$ cat config.mk
export PLATFORM = sky130hd
export DESIGN_NAME = sfr_parser
export DESIGN_NICKNAME = d
export VERILOG_FILES = /design/src/hdl/sfr_pkg.sv /design/src/hdl/sfr_parser.sv
export SDC_FILE = /design/constraint.sdc
export NUM_CORES = 1
export LEC_CHECK = 0
export CORE_UTILIZATION = 40
export CTS_CLUSTER_DIAMETER = 120
export DETAILED_ROUTE_END_ITERATION = 10
export DONT_BUFFER_PORTS = 1
export GPL_TIMING_DRIVEN = 0
export SLEW_MARGIN = 20
export SYNTH_ARGS = -nofsm -noshare
export SYNTH_HDL_FRONTEND = slang
export SYNTH_SLANG_ARGS = --single-unit
$ cat constraint.sdc
create_clock -name clock -period 2.35 [get_ports clock]
set_input_delay 0.1175 -clock clock [delete_from_list [all_inputs] [get_ports clock]]
set_output_delay 0.1175 -clock clock [all_outputs]
set_load 0.05 [all_outputs]
$ cat src/hdl/sfr_pkg.sv
package sfr_pkg;

   // Frame header bytes.
   localparam logic [7:0] HEADER_FIRST  = 8'h55;
   localparam logic [7:0] HEADER_SECOND = 8'hAA;

   // End-of-frame status codes.
   localparam logic [1:0] STATUS_OK        = 2'd0;
   localparam logic [1:0] STATUS_CSUM_ERR  = 2'd1;
   localparam logic [1:0] STATUS_OVERFLOW  = 2'd2;

   // Parser phases, one-hot.
   typedef enum logic [7:0] {
      PH_HUNT  = 8'b0000_0001,
      PH_HDR2  = 8'b0000_0010,
      PH_VER   = 8'b0000_0100,
      PH_CMD   = 8'b0000_1000,
      PH_LENHI = 8'b0001_0000,
      PH_LENLO = 8'b0010_0000,
      PH_DATA  = 8'b0100_0000,
      PH_CSUM  = 8'b1000_0000
   } phase_type;

   typedef struct packed {
      logic [7:0] rx_byte;
   } req_word_type;

   typedef struct packed {
      logic        frame_end;
      logic [7:0]  payload_byte;
      logic [7:0]  payload_index;
      logic [7:0]  frame_version;
      logic [7:0]  frame_command;
      logic [15:0] frame_length;
      logic [1:0]  status;
   } rsp_word_type;

endpackage

$ cat src/hdl/sfr_parser.sv
module sfr_parser
   import sfr_pkg::*;
#(
   parameter int MAX_PAYLOAD = 256
) (
   input  logic         clock,
   input  logic         reset,
   input  logic         step,
   input  logic [7:0]   rx_byte,
   output logic         result_valid,
   output rsp_word_type result
);

   localparam int CountWidth = $clog2(MAX_PAYLOAD + 1);

   phase_type             phase_ff,   phase_in;
   logic [7:0]            version_ff, version_in;
   logic [7:0]            command_ff, command_in;
   logic [15:0]           length_ff,  length_in;
   logic [CountWidth-1:0] count_ff,   count_in;
   logic [7:0]            sum_ff,     sum_in;

   logic [7:0]            sum_add;
   logic [CountWidth-1:0] count_next;
   logic [CountWidth+7:0] count_ext;
   logic                  too_long;

   assign sum_add    = sum_ff + rx_byte;
   assign count_next = count_ff + 1'b1;
   assign count_ext  = {8'b0, count_ff};
   // Length as it stands once the low byte arrives.
   assign too_long   = {1'b0, length_ff[15:8], rx_byte} > 17'(MAX_PAYLOAD);

   always_comb begin
      phase_in     = phase_ff;
      version_in   = version_ff;
      command_in   = command_ff;
      length_in    = length_ff;
      count_in     = count_ff;
      sum_in       = sum_ff;
      result_valid = 1'b0;
      result.frame_end     = 1'b0;
      result.payload_byte  = 8'h00;
      result.payload_index = 8'h00;
      result.status        = STATUS_OK;

      unique case (phase_ff)
         PH_HUNT: begin
            if (rx_byte == HEADER_FIRST) begin
               sum_in   = HEADER_FIRST;
               phase_in = PH_HDR2;
            end
         end
         PH_HDR2: begin
            // Anything but the second header byte drops back to hunting.
            if (rx_byte == HEADER_SECOND) begin
               sum_in   = sum_add;
               phase_in = PH_VER;
            end else begin
               phase_in = PH_HUNT;
            end
         end
         PH_VER: begin
            version_in = rx_byte;
            sum_in     = sum_add;
            phase_in   = PH_CMD;
         end
         PH_CMD: begin
            command_in = rx_byte;
            sum_in     = sum_add;
            phase_in   = PH_LENHI;
         end
         PH_LENHI: begin
            length_in = {rx_byte, 8'h00};
            sum_in    = sum_add;
            phase_in  = PH_LENLO;
         end
         PH_LENLO: begin
            length_in = {length_ff[15:8], rx_byte};
            sum_in    = sum_add;
            count_in  = '0;
            if (too_long) begin
               phase_in         = PH_HUNT;
               result_valid     = 1'b1;
               result.frame_end = 1'b1;
               result.status    = STATUS_OVERFLOW;
            end else if (length_in == 16'h0000) begin
               phase_in = PH_CSUM;
            end else begin
               phase_in = PH_DATA;
            end
         end
         PH_DATA: begin
            result_valid         = 1'b1;
            result.payload_byte  = rx_byte;
            result.payload_index = count_ext[7:0];
            sum_in               = sum_add;
            count_in             = count_next;
            if (17'(count_next) >= {1'b0, length_ff}) begin
               phase_in = PH_CSUM;
            end
         end
         PH_CSUM: begin
            phase_in         = PH_HUNT;
            result_valid     = 1'b1;
            result.frame_end = 1'b1;
            result.status    = (rx_byte == sum_ff) ? STATUS_OK : STATUS_CSUM_ERR;
         end
         default: begin
            phase_in = PH_HUNT;
         end
      endcase

      result.frame_version = version_ff;
      result.frame_command = command_ff;
      result.frame_length  = length_in;
   end

   always_ff @(posedge clock) begin
      if (reset) begin
         phase_ff   <= PH_HUNT;
         version_ff <= '0;
         command_ff <= '0;
         length_ff  <= '0;
         count_ff   <= '0;
         sum_ff     <= '0;
      end else if (step) begin
         phase_ff   <= phase_in;
         version_ff <= version_in;
         command_ff <= command_in;
         length_ff  <= length_in;
         count_ff   <= count_in;
         sum_ff     <= sum_in;
      end
   end

endmodule

# [Word-level counts from Yosys, hierarchy flattened]
# Cells that the tools add are included.
[word_totals] register_bits=57 input_bits=11 wordCells=52
[classes] addsub=2 magnitude_cmp=2 n_eq_ne=14 mux=18 n_reduce_logical=10
[ops] operator="$pmux 8 s7" count=1
[ops] operator="$mux 8" count=6
[ops] operator="$pmux 16 s2" count=1
[ops] operator="$pmux 8 s3" count=1
[ops] operator="$pmux 9 s2" count=1
[ops] operator="$eq 8x7->1 const B" count=2
[ops] operator="$eq 8x8->1 const B" count=2
[ops] operator="$ge 9x16->1" count=1
[ops] operator="$gt 16x9->1 const B" count=1
[ops] operator="$logic_not 16->1" count=1
[ops] operator="$mux 16" count=1
[ops] operator="$add 9x1->9 const B" count=1
[ops] operator="$add 8x8->8" count=1
[ops] operator="$eq 8x1->1 const B" count=1
[ops] operator="$eq 8x2->1 const B" count=1
[ops] operator="$eq 8x3->1 const B" count=1
[ops] operator="$eq 8x4->1 const B" count=1
[ops] operator="$eq 8x5->1 const B" count=1
[ops] operator="$eq 8x6->1 const B" count=1
[ops] operator="$eq 8x8->1" count=1
[ops] operator="$ne 2x2->1 const B" count=3
[ops] operator="$reduce_and 2->1" count=3
[ops] operator="$reduce_or 5->1" count=1
[ops] operator="$pmux 1 s2" count=2
[ops] operator="other kinds (9)" count=10

# [Depth between registers and ports, before layout]
[depth] depth_word=4 mapped_depth=11 mapped_depth_nobuf=11

# [Least setup slack after synthesis]
# No wires, ideal clock.
[synth_timing] path_type="register to register" from="register count_ff[0]" to="register phase_ff[2]" t_arrival_ns=2.434 required_time_ns=2.280 slack_ns=-0.154 stages_incl_launch_ff=10 cell_sequence="dfxtp_1 ha_1 nand3_1 nor2_1 xor2_1 ha_1 nand4_1 o31a_1 or4_1 a21oi_1"
[synth_between] elab_chain_len=4
[synth_lines] element="start: declaration" line_no="sfr_parser.sv:20" text="logic [CountWidth-1:0] count_ff, count_in;"
[synth_lines] element="start signal: assignment" line_no="sfr_parser.sv:132" text="count_ff <= count_in;"
[synth_lines] element="$add 9x1->9" line_no="sfr_parser.sv:29" text="assign count_next = count_ff + 1'b1;"
[synth_lines] element="$ge 9x16->1" line_no="sfr_parser.sv:99" text="if (17'(count_next) >= {1'b0, length_ff}) begin"
[synth_lines] element="$ne 2x2->1 (no source line)"
[synth_lines] element="$reduce_and 3->1 (no source line)"
[synth_lines] element="end signal: assignment" line_no="sfr_parser.sv:128" text="phase_ff <= phase_in;"
[synth_lines] element="end: declaration" line_no="sfr_parser.sv:16" text="phase_type phase_ff, phase_in;"
# Every way passes these cells.
# A chain may end at the register's enable or synchronous reset.

# [Worst setup path after layout]
[layout_timing] from="register count_ff[6]" to="register phase_ff[7]"
# The elaborated chain is that of the path after synthesis.

==> out/qor.yml <==
cts:
  cts_inserted_buffers: 9
  clock_latency_ns: 0.35
  htreeDepth: 3
  root_buffer: "clkbuf_8"
  clkSlewWorstSetupHoldPaths_ns: 0.07
  cts.sinks: 57
  tritoncts: "done"
  clockBufferDepth: 2
grt:
  grt-ovfl-total: 0
  grt_use_total_pct: 24.1
  grt_pass1_vias: 3019
  antenna_found_initial: 0
  grt_pass1_wl_um: 15700
  grt_max_degree: 11
layout:
  ff_latch_area_mm2: 0.00115
  areaGrowthSynthToFinish_pct: 30.1
  utilization_pct: 54.7
  final_cell_mix: "55 x nor2_1, 52 x dfxtp_1, 31 x nand2_1"
  layout_commonest_cell: "nor2_1"
  fillCellCount: 712
  fin_cells: 552
  multiInputGateArea_mm2: 0.00235
  layout-drive-gt1-share_pct: 26.4
  num-nets-final: 474
  antenna_cells: 0
yosys:
  synth_cells: 399
  synth_edf_count: 0
  async_reset_ff_share_pct: 0
  yosysWarnings: 0
  synth_cell_types: 55
  synth_nets: 428
  synth_flop_cell: "dfxtp_1"
  synth_seq_cells: 57
  synth.cell_area_mm2: 0.00332
  syn_avg_cell_area_um2: 8.32
  yosysSeqAreaShare_pct: 34.4
power:
  power_mw: 2.26
  powerDensity_mw_per_mm2: 524
  p_leak_nw: 1.84
  ir_worst_vdd_mv: 0.321
sta:
  setup_slack_ns: -0.136
  worst_pin_slew_ns: 0.796
  hold_viol: 0
  fmax_mhz: 402
  clock_skew_ns: 0.00742
  layout_min_cycle_time_ns: 2.49
  setup_violations: 8
  slew_headroom_pct: 46.4
  setup-tns-final_ns: -0.655
  hold_ws_ns: 0.114
  fin_crit_sh_pct: 106
  drv_slew: 0
  rsz0062_at_grt: "true"
worst_hold_path:
  holdPathStages: 3
  hp-class: "primary input to register"
placement:
  portBuffers: 0
  dp_hpwl_um: 6570
  dp_cells: 501
  gp_congestion: 0.806
routing:
  totalWireLength_um: 10300
  antenna_left: 0
  drt_iter0_drc: 245
  drcViolationCount: 0
  via_per_inst: 5.71
  wl_per_cell_um: 18.7
  drtPass1Iterations: 4
  dr_total_vias: 3153
floorplan:
  row_count: 32
  die_w_um: 93.1
  start_util_pct: 42.1
  die_h_um: 93.1
  design.core.area_mm2: 0.00789
  ios: 63
  die_area_mm2: 0.00866
flow_run:
  drv_cap: 0
critical_path:
  startpoint_type: "register"
  worstPathRequired_ns: 2.61
  worstPathMaxFanout: 7
  arrival_ns: 2.74
  setup.worst_path.class: "register to register"
  endpoint_kind: "register"
  ff2ff_path_depth: 11
outcome:
  violations: "setup timing"
  outcome: "finished with violations"
[path summary, 6_finish.rpt]
path	from	endpoint	slack [ns]
worst min register to register	sum_ff[2]	sum_ff[2]	0.48
worst max-delay path	count_ff[6]	phase_ff[7]	-0.14
worst min-delay path	rx_byte[0]	sum_ff[0]	0.11
worst max register to register	count_ff[6]	phase_ff[7]	-0.14
[final cells by class]
cell class                      count  area share, %
Sequential cell                    57           26.7
Multi-Input combinational cell    302           54.4
Tap cell                          102           2.96
Clock inverter                      5           1.28
Timing Repair Buffer               37           7.74
Clock buffer                       11           3.28
Buffer                             19           2.03
Inverter                           19           1.65
[cells in the mapped netlist, types with 5 or more instances]
cell type / number / area, um^2
nor2_1: 59 / 221
dfxtp_1: 57 / 1140
nand2_1: 31 / 116
mux2i_1: 26 / 260
a21oi_1: 23 / 115
clkbuf_1: 19 / 71.3
inv_1: 19 / 71.3
ha_1: 17 / 213
and2_1: 16 / 100
nand3_1: 14 / 70.1
o21ai_0: 9 / 45.0
a22o_1: 8 / 70.1
nor3_1: 8 / 40.0
mux2_2: 7 / 78.8
nor4_1: 7 / 43.8
xnor2_1: 7 / 61.3
xor2_1: 7 / 61.3
a32oi_1: 5 / 43.8
nand2b_1: 5 / 31.3
[cells by family (layout without fill, tap and decap cells)]
logic type | after synthesis | after routing | synth area share, %
simple gates | 166 | 166 | 25.5
compound gates | 71 | 71 | 14.4
flops | 57 | 57 | 34.4
buf+inv | 40 | 91 | 4.75
mux | 33 | 33 | 10.2
fa+ha+maj | 18 | 18 | 7.01
xor+xnor | 14 | 14 | 3.70
[metal layers]
metal	vias up	global-route usage [%]	wire length, um
li1	1514	-	-
met1	1522	30.5	4600
met2	103	38.3	4920
met3	14	7.48	631
met4	0	9.10	170
met5	-	0	0
[flip-flops by register name, summed over array words and instances, names as in the netlist]
signal      count
command_ff      8
count_ff        9
length_ff      16
phase_ff        8
sum_ff          8
version_ff      8
[worst max-delay path, stage by stage, from the launching register on]
cell and delay (ns):
dfxtp_1 0.52, nand2_1 0.18, nor2_4 0.15, xor2_2 0.18, ha_1 0.29, a21oi_1 0.15, o21ai_1 0.10, nor3_2 0.18
o31a_1 0.29, buf_12 0.14, nor2_4 0.04, a311oi_2 0.18
[where the power goes]
part	switching [mW]	internal, mW	total (mW)
Combinational	0.189	0.135	0.324
Clock	0.418	0.515	0.933
Sequential	0.0209	0.985	1.01
[timing repair]
item / in CTS / in global routing
buffers inserted: 23 / 8
resized for setup: 56 / 53
setup endpoints to repair: 68 / 44
pin swaps: 17 / 14
hold endpoints to repair: 20 / 0
hold buffers: 7 / 0
[per-stage QoR]
step	instance area, um^2	setup slack (ns)
3_3_place_gp	3450	-0.426
4_1_cts	4070	-0.0740
6_report	4320	-0.136
5_1_grt	4320	-0.262
2_1_floorplan	3320	-0.0863
3_5_place_dp	3450	-0.443
Note: power is estimated with default switching activity, not from simulation.
